--- src/hdl/ssel_pkg.sv ---
package ssel_pkg;

    localparam int WINDOW_DEPTH_DEF = 8;
    localparam int MAX_SKEW_US_DEF  = 2000;

    localparam int TAG_W    = 16;
    localparam int STAMP_W  = 48;
    localparam int SHARP_W  = 32;
    localparam int BRIGHT_W = 16;
    localparam int STATUS_W = 3;
    localparam int CFG_IDX_W  = 3;
    localparam int CFG_DATA_W = 32;

    // register indexes
    localparam logic [CFG_IDX_W-1:0] REG_SELECT_MODE   = 3'd0;
    localparam logic [CFG_IDX_W-1:0] REG_DECIMATION    = 3'd1;
    localparam logic [CFG_IDX_W-1:0] REG_MIN_INTERVAL  = 3'd2;
    localparam logic [CFG_IDX_W-1:0] REG_MIN_SHARPNESS = 3'd3;
    localparam logic [CFG_IDX_W-1:0] REG_MIN_BRIGHT    = 3'd4;
    localparam logic [CFG_IDX_W-1:0] REG_MAX_BRIGHT    = 3'd5;
    localparam logic [CFG_IDX_W-1:0] REG_WINDOW_SIZE   = 3'd6;
    localparam logic [CFG_IDX_W-1:0] REG_WINDOW_LAT    = 3'd7;

    // result status codes
    localparam logic [STATUS_W-1:0] ST_SELECTED   = 3'd0;
    localparam logic [STATUS_W-1:0] ST_DESYNC     = 3'd1;
    localparam logic [STATUS_W-1:0] ST_DECIMATED  = 3'd2;
    localparam logic [STATUS_W-1:0] ST_RATE       = 3'd3;
    localparam logic [STATUS_W-1:0] ST_QUALITY    = 3'd4;
    localparam logic [STATUS_W-1:0] ST_HELD       = 3'd5;
    localparam logic [STATUS_W-1:0] ST_FLUSH_RATE = 3'd6;

    // register reset values
    localparam logic               RST_SELECT_MODE = 1'b0;
    localparam logic [7:0]         RST_DECIMATION  = 8'd1;
    localparam logic [23:0]        RST_MIN_INTERVAL = 24'd0;
    localparam logic [31:0]        RST_MIN_SHARP   = 32'd0;
    localparam logic signed [16:0] RST_MIN_BRIGHT  = -17'sd1;
    localparam logic [16:0]        RST_MAX_BRIGHT  = 17'd65536;
    localparam logic [3:0]         RST_WINDOW_SIZE = 4'd3;
    localparam logic [23:0]        RST_WINDOW_LAT  = 24'd150000;

    // 255.0 in Q8.8; an upper bound above it turns the gate off
    localparam logic [16:0] BRIGHT_GATE_OFF = 17'd65280;

    typedef struct packed {
        logic load;
        logic check;
        logic append;
        logic trim;
        logic age;
        logic scan_step;
        logic pick;
        logic emit;
    } ssel_cmd_t;

    typedef struct packed {
        logic check_done;
        logic flush;
        logic scan_end;
    } ssel_stat_t;

endpackage

--- src/hdl/ssel_ctrl.sv ---
module ssel_ctrl
(
    input  logic               clk,
    input  logic               rst_n,
    input  logic               in_valid,
    output logic               in_stall,
    output logic               out_valid,
    input  logic               out_stall,
    input  ssel_pkg::ssel_stat_t stat,
    output ssel_pkg::ssel_cmd_t  cmd
);

    typedef enum logic [7:0] {
        S_IDLE   = 8'b0000_0001,
        S_CHECK  = 8'b0000_0010,
        S_APPEND = 8'b0000_0100,
        S_TRIM   = 8'b0000_1000,
        S_AGE    = 8'b0001_0000,
        S_SCAN   = 8'b0010_0000,
        S_PICK   = 8'b0100_0000,
        S_DONE   = 8'b1000_0000
    } state_t;

    state_t state_reg, state_next;
    logic   out_valid_reg, out_valid_next;
    logic   slot_free;

    assign in_stall  = (state_reg != S_IDLE);
    assign out_valid = out_valid_reg;
    assign slot_free = !out_valid_reg || !out_stall;

    always_comb
    begin
        cmd        = '0;
        state_next = state_reg;
        unique case (state_reg)
            S_IDLE:
            begin
                if (in_valid)
                begin
                    cmd.load   = 1'b1;
                    state_next = S_CHECK;
                end
            end
            S_CHECK:
            begin
                cmd.check  = 1'b1;
                state_next = stat.check_done ? S_DONE : S_APPEND;
            end
            S_APPEND:
            begin
                cmd.append = 1'b1;
                state_next = S_TRIM;
            end
            S_TRIM:
            begin
                cmd.trim   = 1'b1;
                state_next = S_AGE;
            end
            S_AGE:
            begin
                cmd.age    = 1'b1;
                state_next = stat.flush ? S_SCAN : S_DONE;
            end
            S_SCAN:
            begin
                cmd.scan_step = 1'b1;
                if (stat.scan_end)
                begin
                    state_next = S_PICK;
                end
            end
            S_PICK:
            begin
                cmd.pick   = 1'b1;
                state_next = S_DONE;
            end
            S_DONE:
            begin
                if (slot_free)
                begin
                    cmd.emit   = 1'b1;
                    state_next = S_IDLE;
                end
            end
            default:
            begin
                state_next = S_IDLE;
            end
        endcase
    end

    always_comb
    begin
        priority if (cmd.emit)
        begin
            out_valid_next = 1'b1;
        end
        else if (!out_stall)
        begin
            out_valid_next = 1'b0;
        end
        else
        begin
            out_valid_next = out_valid_reg;
        end
    end

    always_ff @(posedge clk or negedge rst_n)
    begin
        if (!rst_n)
        begin
            state_reg     <= S_IDLE;
            out_valid_reg <= 1'b0;
        end
        else
        begin
            state_reg     <= state_next;
            out_valid_reg <= out_valid_next;
        end
    end

endmodule

--- src/hdl/ssel_dp.sv ---
module ssel_dp
#(
    parameter int WINDOW_DEPTH = ssel_pkg::WINDOW_DEPTH_DEF,
    parameter int MAX_SKEW_US  = ssel_pkg::MAX_SKEW_US_DEF
)
(
    input  logic                                clk,
    input  logic                                rst_n,
    input  logic                                cfg_we,
    input  logic [ssel_pkg::CFG_IDX_W-1:0]      cfg_index,
    input  logic [ssel_pkg::CFG_DATA_W-1:0]     cfg_data,
    input  logic [ssel_pkg::TAG_W-1:0]          frame_tag,
    input  logic [ssel_pkg::STAMP_W-1:0]        left_stamp_us,
    input  logic [ssel_pkg::STAMP_W-1:0]        right_stamp_us,
    input  logic [ssel_pkg::SHARP_W-1:0]        sharpness,
    input  logic [ssel_pkg::BRIGHT_W-1:0]       brightness,
    input  ssel_pkg::ssel_cmd_t                 cmd,
    output ssel_pkg::ssel_stat_t                stat,
    output logic [ssel_pkg::STATUS_W-1:0]       status,
    output logic [ssel_pkg::TAG_W-1:0]          selected_tag,
    output logic [ssel_pkg::STAMP_W-1:0]        selected_stamp_us
);

    localparam int TAG_W   = ssel_pkg::TAG_W;
    localparam int STAMP_W = ssel_pkg::STAMP_W;
    localparam int SHARP_W = ssel_pkg::SHARP_W;
    localparam int CNT_W   = $clog2(WINDOW_DEPTH + 1);
    localparam int IDX_W   = (WINDOW_DEPTH > 1) ? $clog2(WINDOW_DEPTH) : 1;
    localparam int SZ_W    = (CNT_W > 4) ? CNT_W : 4;
    localparam logic [CNT_W-1:0] DEPTH_CNT = CNT_W'(WINDOW_DEPTH);
    localparam logic [SZ_W-1:0]  DEPTH_SZ  = SZ_W'(WINDOW_DEPTH);
    localparam logic [IDX_W-1:0] LAST_IDX  = IDX_W'(WINDOW_DEPTH - 1);
    localparam logic [STAMP_W-1:0] SKEW_LIM = STAMP_W'(MAX_SKEW_US);

    // configuration
    logic               mode_reg;
    logic [7:0]         dec_reg;
    logic [23:0]        min_int_reg;
    logic [31:0]        min_sharp_reg;
    logic signed [16:0] min_bright_reg;
    logic [16:0]        max_bright_reg;
    logic [3:0]         wsize_reg;
    logic [23:0]        wlat_reg;

    // beat under work
    logic [TAG_W-1:0]            tag_reg;
    logic [STAMP_W-1:0]          ls_reg;
    logic [STAMP_W-1:0]          rs_reg;
    logic [SHARP_W-1:0]          sharp_reg;
    logic [ssel_pkg::BRIGHT_W-1:0] bright_reg;

    // selector state
    logic [7:0]         phase_reg;
    logic [STAMP_W-1:0] last_reg;
    logic [CNT_W-1:0]   count_reg;
    logic [TAG_W-1:0]   win_tag   [WINDOW_DEPTH];
    logic [STAMP_W-1:0] win_stamp [WINDOW_DEPTH];
    logic [SHARP_W-1:0] win_score [WINDOW_DEPTH];

    // flush scan
    logic [CNT_W-1:0]   idx_reg;
    logic [IDX_W-1:0]   best_reg;
    logic [SHARP_W-1:0] best_score_reg;

    // result and output stage
    logic [ssel_pkg::STATUS_W-1:0] res_status_reg;
    logic [TAG_W-1:0]              res_tag_reg;
    logic [STAMP_W-1:0]            res_stamp_reg;
    logic [ssel_pkg::STATUS_W-1:0] out_status_reg;
    logic [TAG_W-1:0]              out_tag_reg;
    logic [STAMP_W-1:0]            out_stamp_reg;

    logic [STAMP_W-1:0] skew;
    logic               desync;
    logic [7:0]         dec_eff;
    logic [8:0]         phase_inc;
    logic [7:0]         phase_next;
    logic               decimated;
    logic               soon_ls;
    logic               gate_fail;
    logic [SZ_W-1:0]    size_eff;
    logic [SZ_W-1:0]    count_ext;
    logic               full;
    logic               over;
    logic               age_hit;
    logic               shift;
    logic               wr_en;
    logic [IDX_W-1:0]   wr_idx;
    logic [IDX_W-1:0]   scan_idx;
    logic [SHARP_W-1:0] scan_score;
    logic [TAG_W-1:0]   sel_tag;
    logic [STAMP_W-1:0] sel_stamp;
    logic               soon_sel;

    function automatic logic too_soon(input logic [STAMP_W-1:0] s,
                                      input logic [STAMP_W-1:0] last,
                                      input logic [23:0] lim);
        logic [STAMP_W-1:0] gap;
        gap = s - last;
        return (lim != '0) && (last != '0) && (s != '0) && (s >= last) &&
               (gap < STAMP_W'(lim));
    endfunction

    assign skew      = (ls_reg >= rs_reg) ? (ls_reg - rs_reg) : (rs_reg - ls_reg);
    assign desync    = (ls_reg != '0) && (rs_reg != '0) && (skew > SKEW_LIM);
    assign dec_eff   = (dec_reg == '0) ? 8'd1 : dec_reg;
    assign phase_inc = {1'b0, phase_reg} + 9'd1;
    assign phase_next = (phase_inc >= {1'b0, dec_eff}) ? 8'd0 : phase_inc[7:0];
    assign decimated = (dec_eff > 8'd1) && (phase_reg != '0);
    assign soon_ls   = too_soon(ls_reg, last_reg, min_int_reg);

    assign gate_fail = ((min_sharp_reg != '0) && (sharp_reg < min_sharp_reg)) ||
                       (!min_bright_reg[16] && (bright_reg < min_bright_reg[15:0])) ||
                       ((max_bright_reg <= ssel_pkg::BRIGHT_GATE_OFF) &&
                        ({1'b0, bright_reg} > max_bright_reg));

    assign size_eff  = (wsize_reg == '0) ? SZ_W'(1) :
                       ((SZ_W'(wsize_reg) > DEPTH_SZ) ? DEPTH_SZ : SZ_W'(wsize_reg));
    assign count_ext = SZ_W'(count_reg);
    assign full      = (count_reg >= DEPTH_CNT);
    assign over      = (count_ext > size_eff);
    assign age_hit   = (wlat_reg != '0) && (ls_reg != '0) && (win_stamp[0] != '0) &&
                       (ls_reg >= win_stamp[0]) &&
                       ((ls_reg - win_stamp[0]) >= STAMP_W'(wlat_reg));

    assign shift  = (cmd.append && full) || (cmd.trim && over);
    assign wr_en  = cmd.append;
    assign wr_idx = full ? LAST_IDX : count_reg[IDX_W-1:0];

    assign scan_idx   = idx_reg[IDX_W-1:0];
    assign scan_score = win_score[scan_idx];
    assign sel_tag    = win_tag[best_reg];
    assign sel_stamp  = win_stamp[best_reg];
    assign soon_sel   = too_soon(sel_stamp, last_reg, min_int_reg);

    assign stat.check_done = desync || !mode_reg || gate_fail;
    assign stat.flush      = (count_ext >= size_eff) || age_hit;
    assign stat.scan_end   = (idx_reg >= count_reg);

    assign status            = out_status_reg;
    assign selected_tag      = out_tag_reg;
    assign selected_stamp_us = out_stamp_reg;

    always_ff @(posedge clk or negedge rst_n)
    begin
        if (!rst_n)
        begin
            mode_reg       <= ssel_pkg::RST_SELECT_MODE;
            dec_reg        <= ssel_pkg::RST_DECIMATION;
            min_int_reg    <= ssel_pkg::RST_MIN_INTERVAL;
            min_sharp_reg  <= ssel_pkg::RST_MIN_SHARP;
            min_bright_reg <= ssel_pkg::RST_MIN_BRIGHT;
            max_bright_reg <= ssel_pkg::RST_MAX_BRIGHT;
            wsize_reg      <= ssel_pkg::RST_WINDOW_SIZE;
            wlat_reg       <= ssel_pkg::RST_WINDOW_LAT;
            phase_reg      <= '0;
            last_reg       <= '0;
            count_reg      <= '0;
        end
        else
        begin
            if (cfg_we)
            begin
                unique case (cfg_index)
                    ssel_pkg::REG_SELECT_MODE:   mode_reg       <= cfg_data[0];
                    ssel_pkg::REG_DECIMATION:    dec_reg        <= cfg_data[7:0];
                    ssel_pkg::REG_MIN_INTERVAL:  min_int_reg    <= cfg_data[23:0];
                    ssel_pkg::REG_MIN_SHARPNESS: min_sharp_reg  <= cfg_data[31:0];
                    ssel_pkg::REG_MIN_BRIGHT:    min_bright_reg <= cfg_data[16:0];
                    ssel_pkg::REG_MAX_BRIGHT:    max_bright_reg <= cfg_data[16:0];
                    ssel_pkg::REG_WINDOW_SIZE:   wsize_reg      <= cfg_data[3:0];
                    ssel_pkg::REG_WINDOW_LAT:    wlat_reg       <= cfg_data[23:0];
                    default:                     mode_reg       <= mode_reg;
                endcase
            end

            priority if (cfg_we && (cfg_index == ssel_pkg::REG_DECIMATION))
            begin
                phase_reg <= '0;
            end
            else if (cmd.check && !desync)
            begin
                phase_reg <= phase_next;
            end

            priority if (cmd.check && !desync && !mode_reg && !decimated && !soon_ls &&
                         (min_int_reg != '0) && (ls_reg != '0))
            begin
                last_reg <= ls_reg;
            end
            else if (cmd.pick && !soon_sel && (sel_stamp != '0))
            begin
                last_reg <= sel_stamp;
            end

            priority if (cmd.append && !full)
            begin
                count_reg <= count_reg + CNT_W'(1);
            end
            else if (cmd.trim && over)
            begin
                count_reg <= count_reg - CNT_W'(1);
            end
            else if (cmd.pick)
            begin
                count_reg <= '0;
            end
        end
    end

    // payload registers
    always_ff @(posedge clk)
    begin
        if (cmd.load)
        begin
            tag_reg    <= frame_tag;
            ls_reg     <= left_stamp_us;
            rs_reg     <= right_stamp_us;
            sharp_reg  <= sharpness;
            bright_reg <= brightness;
        end

        // window entries shift toward the oldest slot; the new entry lands last
        for (int k = 0; k < WINDOW_DEPTH - 1; k++)
        begin
            if (shift)
            begin
                win_tag[k]   <= win_tag[k + 1];
                win_stamp[k] <= win_stamp[k + 1];
                win_score[k] <= win_score[k + 1];
            end
        end
        if (wr_en)
        begin
            win_tag[wr_idx]   <= tag_reg;
            win_stamp[wr_idx] <= ls_reg;
            win_score[wr_idx] <= sharp_reg;
        end

        if (cmd.age)
        begin
            idx_reg        <= CNT_W'(1);
            best_reg       <= '0;
            best_score_reg <= win_score[0];
        end
        else if (cmd.scan_step && !stat.scan_end)
        begin
            idx_reg <= idx_reg + CNT_W'(1);
            if (scan_score > best_score_reg)
            begin
                best_reg       <= scan_idx;
                best_score_reg <= scan_score;
            end
        end

        if (cmd.check)
        begin
            res_tag_reg   <= '0;
            res_stamp_reg <= '0;
            priority if (desync)
            begin
                res_status_reg <= ssel_pkg::ST_DESYNC;
            end
            else if (mode_reg)
            begin
                res_status_reg <= ssel_pkg::ST_QUALITY;
            end
            else if (decimated)
            begin
                res_status_reg <= ssel_pkg::ST_DECIMATED;
            end
            else if (soon_ls)
            begin
                res_status_reg <= ssel_pkg::ST_RATE;
            end
            else
            begin
                res_status_reg <= ssel_pkg::ST_SELECTED;
                res_tag_reg    <= tag_reg;
                res_stamp_reg  <= ls_reg;
            end
        end
        else if (cmd.age)
        begin
            res_status_reg <= ssel_pkg::ST_HELD;
            res_tag_reg    <= '0;
            res_stamp_reg  <= '0;
        end
        else if (cmd.pick)
        begin
            if (soon_sel)
            begin
                res_status_reg <= ssel_pkg::ST_FLUSH_RATE;
                res_tag_reg    <= '0;
                res_stamp_reg  <= '0;
            end
            else
            begin
                res_status_reg <= ssel_pkg::ST_SELECTED;
                res_tag_reg    <= sel_tag;
                res_stamp_reg  <= sel_stamp;
            end
        end

        if (cmd.emit)
        begin
            out_status_reg <= res_status_reg;
            out_tag_reg    <= res_tag_reg;
            out_stamp_reg  <= res_stamp_reg;
        end
    end

endmodule

--- src/hdl/stereo_frame_selector.sv ---
// Flow: an accepted beat runs CHECK, DONE for stride mode, desync and quality
//   rejects; CHECK, APPEND, TRIM, AGE, DONE for a held candidate; a flush adds
//   SCAN and PICK before DONE, which waits while the prior output beat stalls.
// One beat at a time (window scan reads one candidate score per cycle); the
//   output register frees the input side early.
// Reset (rst_n, async, active low) clears the registers to their defaults,
//   the stride phase, the last selected stamp and the window count.
module stereo_frame_selector
#(
    parameter int WINDOW_DEPTH = ssel_pkg::WINDOW_DEPTH_DEF,
    parameter int MAX_SKEW_US  = ssel_pkg::MAX_SKEW_US_DEF
)
(
    input  logic                               clk,
    input  logic                               rst_n,
    input  logic                               cfg_we,
    input  logic [ssel_pkg::CFG_IDX_W-1:0]     cfg_index,
    input  logic [ssel_pkg::CFG_DATA_W-1:0]    cfg_data,
    input  logic                               in_valid,
    output logic                               in_stall,
    input  logic [ssel_pkg::TAG_W-1:0]         frame_tag,
    input  logic [ssel_pkg::STAMP_W-1:0]       left_stamp_us,
    input  logic [ssel_pkg::STAMP_W-1:0]       right_stamp_us,
    input  logic [ssel_pkg::SHARP_W-1:0]       sharpness,
    input  logic [ssel_pkg::BRIGHT_W-1:0]      brightness,
    output logic                               out_valid,
    input  logic                               out_stall,
    output logic [ssel_pkg::STATUS_W-1:0]      status,
    output logic [ssel_pkg::TAG_W-1:0]         selected_tag,
    output logic [ssel_pkg::STAMP_W-1:0]       selected_stamp_us
);

    ssel_pkg::ssel_cmd_t  cmd;
    ssel_pkg::ssel_stat_t stat;

    ssel_ctrl u_ctrl
    (
        .clk       (clk),
        .rst_n     (rst_n),
        .in_valid  (in_valid),
        .in_stall  (in_stall),
        .out_valid (out_valid),
        .out_stall (out_stall),
        .stat      (stat),
        .cmd       (cmd)
    );

    ssel_dp
    #(
        .WINDOW_DEPTH (WINDOW_DEPTH),
        .MAX_SKEW_US  (MAX_SKEW_US)
    )
    u_dp
    (
        .clk               (clk),
        .rst_n             (rst_n),
        .cfg_we            (cfg_we),
        .cfg_index         (cfg_index),
        .cfg_data          (cfg_data),
        .frame_tag         (frame_tag),
        .left_stamp_us     (left_stamp_us),
        .right_stamp_us    (right_stamp_us),
        .sharpness         (sharpness),
        .brightness        (brightness),
        .cmd               (cmd),
        .stat              (stat),
        .status            (status),
        .selected_tag      (selected_tag),
        .selected_stamp_us (selected_stamp_us)
    );

endmodule

--- config.mk ---
export PLATFORM = sky130hd
export DESIGN_NAME = stereo_frame_selector
export DESIGN_NICKNAME = d
export VERILOG_FILES = /design/src/hdl/ssel_pkg.sv /design/src/hdl/ssel_ctrl.sv /design/src/hdl/ssel_dp.sv /design/src/hdl/stereo_frame_selector.sv
export SDC_FILE = /design/constraint.sdc
export NUM_CORES = 2
export LEC_CHECK = 0
export BUFFER_PORTS_ARGS = -buffer_cell sky130_fd_sc_hd__buf_2
export CAP_MARGIN = 20
export CELL_PAD_IN_SITES_DETAIL_PLACEMENT = 0
export CELL_PAD_IN_SITES_GLOBAL_PLACEMENT = 1
export CORE_MARGIN = 8
export CORE_UTILIZATION = 25
export DETAILED_ROUTE_END_ITERATION = 8
export PLACE_DENSITY = 0.56
export SLEW_MARGIN = 20
export SYNTH_ARGS = -nofsm -noshare
export SYNTH_HDL_FRONTEND = slang
export SYNTH_SLANG_ARGS = --single-unit
export TNS_END_PERCENT = 30
--- constraint.sdc ---
create_clock -name clk -period 24.7 [get_ports clk]
set_clock_uncertainty 0.2 [all_clocks]
set_input_delay 6.175 -clock clk [delete_from_list [all_inputs] [get_ports clk]]
set_output_delay 6.175 -clock clk [all_outputs]
set_load 0.03 [all_outputs]
==> metrics.log <==
INFO  metric netlist_area = 0.0762 mm2
INFO  metric cp_slowest_cell = dfxtp_4
INFO  metric slew_of_the_pin_with_the_lowest_slew_margin = 1.15 ns
INFO  metric register_area = 0.0381 mm2
INFO  metric synth_top_area_cell = edfxtp_1
INFO  metric rsz0062_at_grt = false
INFO  metric grt_first_pass_wirelength = 413000 um
INFO  metric hold_path.class = flop to flop
INFO  metric hold_path_depth = 0
INFO  metric route.antenna.remaining_nets = 0
INFO  metric endpoint_kind = flop
INFO  metric drt-initial-drc-count = 5119
INFO  metric cell_internal_pwr = 4.46 mW
INFO  metric via_count = 54600
INFO  metric worst-path-stages = 27
INFO  metric gp_routability_congestion = 0.910
INFO  metric dr.pass1.iters = 6
INFO  metric initial_core_util = 25.1%
INFO  metric flops_latches_synth = 1303
INFO  metric worst_slew_margin_rel = 23.4%
INFO  metric dominant_register_cell_in_the_synthesized_netlist = edfxtp_1
INFO  metric path_buf_inv = 3
INFO  metric final.setup.worst_slack = 14.72 ns
INFO  metric routed_wire_length_per_instance = 27.4 um
INFO  metric post-route-util = 28.9%
INFO  metric cts_tree = yes
INFO  metric synth_enable_flop_cells = 1094
INFO  metric resized_gates_after_cts = 0
INFO  metric net-switching-power = 2.24 mW
INFO  metric io_pins = 269
INFO  metric detail_route.vias_per_cell = 5.17
INFO  metric path_class = flop to flop
INFO  metric cts.sink_count = 1303
INFO  metric synthCells = 6231
INFO  metric cp.arrival = 10.28 ns
INFO  metric via_count_of_the_first_global_routing_pass = 55500
INFO  metric type_of_origin_of_the_critical_path = flop
INFO  metric report.final.slew_viol_count = 0
INFO  metric setup_violations = 0
INFO  metric power_density = 76.4 mW/mm2
INFO  metric clock_tree.htree_level_count = 4
INFO  metric async_flop_share = 15.0%
INFO  metric report.final.hold_viol_count = 0
INFO  metric cpMostUsedCell = o21ai_0
INFO  metric switching_share = 33.5%
INFO  metric fin_nets = 7077
INFO  metric drc = 0
INFO  metric finalSetupTns = 0 ns
INFO  metric highest_clock_rate = 100 MHz
INFO  metric post-route-min-period = 9.98 ns
INFO  metric power_leakage = 31.7 nW
INFO  metric synthDominantCellAreaShare = 43.1%
INFO  metric clock_tree.root_cell = clkbuf_16
INFO  metric clkPwrFrac = 35.2%
INFO  metric ys.warnings.count = 0
INFO  metric cts.reportedPaths.clkPinSlew = 0.06 ns
INFO  metric critical_path.max_fanout = 66
INFO  metric drive_above_1_share = 26.3%
INFO  metric layout.cells.most_common = edfxtp_1
INFO  metric critPathRequiredTime = 25.01 ns
INFO  metric fp.dieW = 568 um
INFO  metric timing.reg2reg.worst_path_depth = 27
INFO  metric floorplan.die_area = 0.323 mm2
INFO  metric flow.area_growth_from_synthesis = 15.0%
INFO  metric commonest_cells_after_routing_fill_and_taps_aside = edfxtp_1, mux2_2, inv_1, ha_1, a21oi_1
INFO  metric hold_buffers = 0
INFO  metric period_utilisation_layout = 40.4%
INFO  metric run_status = complete, no violations
INFO  metric postSynthNetCount = 6860
INFO  metric grt-ovfl-total = 0
INFO  metric route.final.wire_length = 289000 um
INFO  metric delay_of_the_slowest_cell_on_the_worst_path = 0.79 ns
INFO  metric synth_area_leaders = edfxtp_1, mux2_2, ha_1, mux4_2, dfrtp_1
INFO  metric sequentialPowerShare = 40.3%
INFO  metric power.share.combinational = 24.5%
INFO  metric number_of_distinct_library_cells_after_synthesis = 90
INFO  metric grt.total_usage = 17.2%
INFO  metric cts_buffer_depth = 4
INFO  metric max_cap_violation_count = 0
INFO  metric maximum_number_of_pins_on_one_net_before_global_route_repair = 98
INFO  metric place_worst_setup_slack = 14.79 ns
INFO  metric coreArea = 0.303 mm2
INFO  metric place.detailed.hpwl = 201000 um
INFO  metric largest_register_ffs = 384
INFO  metric row_count = 202
INFO  metric path_delay_family = simple AND/OR/NAND/NOR gates
INFO  metric buffer_ports.inserted = 268
INFO  metric multiInputGateArea = 0.0352 mm2
INFO  metric vdd.ir_drop.worst = 0.0000520 V
INFO  metric insertion_delay = 0.84 ns
INFO  metric cts_made_buffers = 161
INFO  metric final.fill_count = 30800
INFO  metric synth-seq-area-share = 49.9%
INFO  metric top_regs = u_dp.win_stamp (384), u_dp.win_score (256), u_dp.win_tag (128)
INFO  metric synth_area_per_cell = 12.2 um2
INFO  metric cts_setup_buffers = 0
INFO  metric largest_register_by_flop_count = u_dp.win_stamp
INFO  metric chipHeight = 568 um
INFO  metric initial_antenna_violation_count = 26
[synth_stat cells (all sizes together), types with 11 or more instances]
master,instances
edfxtp,1094
mux2,819
inv,464
ha,424
a21oi,364
o21ai,335
nand2,333
clkbuf,284
nor2,271
mux4,192
dfrtp,166
nand4,132
a21o,127
nor4,122
xnor2,89
mux2i,88
nand3,61
buf,60
xor2,60
nor3,56
a221o,53
a211oi,49
nand2b,47
o21a,44
o21bai,44
a31oi,40
nor2b,37
o211ai,32
dfstp,30
and3,22
o31ai,18
and2,16
a211o,15
a2111oi,13
a21boi,13
dfxtp,13
and4,12
o221ai,12
or3,12
or4,12
a221oi,11
o2111ai,11
o22ai,11
[per-stage QoR]
| step | instance area (um2) | instances | power [mW] | hold WS (ns) |
|---|---|---|---|---|
| detailed placement | 82400 | 10300 | 4.37 | 0.205 |
| global route | 87600 | 10600 | 7.02 | 0.231 |
| CTS | 87600 | 10600 | 6.77 | 0.222 |
| global placement | 82400 | 10300 | 4.37 | 0.213 |
| finish | 87700 | 10600 | 6.70 | 0.220 |
| floorplan | 76200 | 6231 | 3.70 | 0.200 |
[power by group through the flow]
stage / combinational [mW] / clock, mW / sequential [mW]
floorplan: 1.00 / 0 / 2.70
CTS: 1.63 / 2.43 / 2.70
finish: 1.64 / 2.36 / 2.70
global placement: 1.62 / 0 / 2.75
detailed placement: 1.63 / 0 / 2.74
global route: 1.79 / 2.51 / 2.72
[metal layers]
layer  part of all wire, %  wire, um  up-vias  global-route usage (%)
met5                0.0042        12        -                       0
met4                   3.1      8930        2                    4.91
met3                   5.4     15600      364                    2.35
met2                    45    130000     1806                    27.4
met1                    47    135000    28200                    24.5
li1                      -         -    24200                       -
[path summary, 6_finish.rpt]
check,start,to,slack (ns)
min in group asynchronous,rst_n,u_dp.min_sharp_reg[15],5.12
max in group asynchronous,rst_n,u_dp.last_reg[12],16.96
max reg2reg,flop,u_dp.res_stamp_reg[19],14.72
max,flop,u_dp.res_stamp_reg[19],14.72
min,u_dp.res_tag_reg[13],u_dp.selected_tag[13],0.22
min reg2reg,u_dp.res_tag_reg[13],u_dp.selected_tag[13],0.22
[logic make-up (layout without fill, tap and decap cells)]
| kind of cell | after synthesis | count (layout) | share of synthesized area (%) |
|---|---|---|---|
| other | 0 | 10 | 0 |
| buffers and inverters | 811 | 1155 | 4.12 |
| muxes | 1099 | 1099 | 18.9 |
| xor gates and xnor gates | 149 | 149 | 1.71 |
| DFF | 1303 | 1303 | 49.9 |
| adders and majority gates | 429 | 429 | 7.09 |
| and+or+nand+nor | 1174 | 1174 | 7.62 |
| AOI/OAI and AO/OA | 1266 | 1266 | 10.6 |
[cell type report]
class                           count  share of cell area [%]
Antenna cell                       10                  0.0285
Clock buffer                      219                    5.09
Clock inverter                     71                   0.796
Inverter                          467                    2.00
Multi-Input combinational cell   4117                    40.2
Sequential cell                  1303                    43.4
Tap cell                         3978                    5.68
Timing Repair Buffer              398                    2.79
Power figures use the tool's default switching activity.
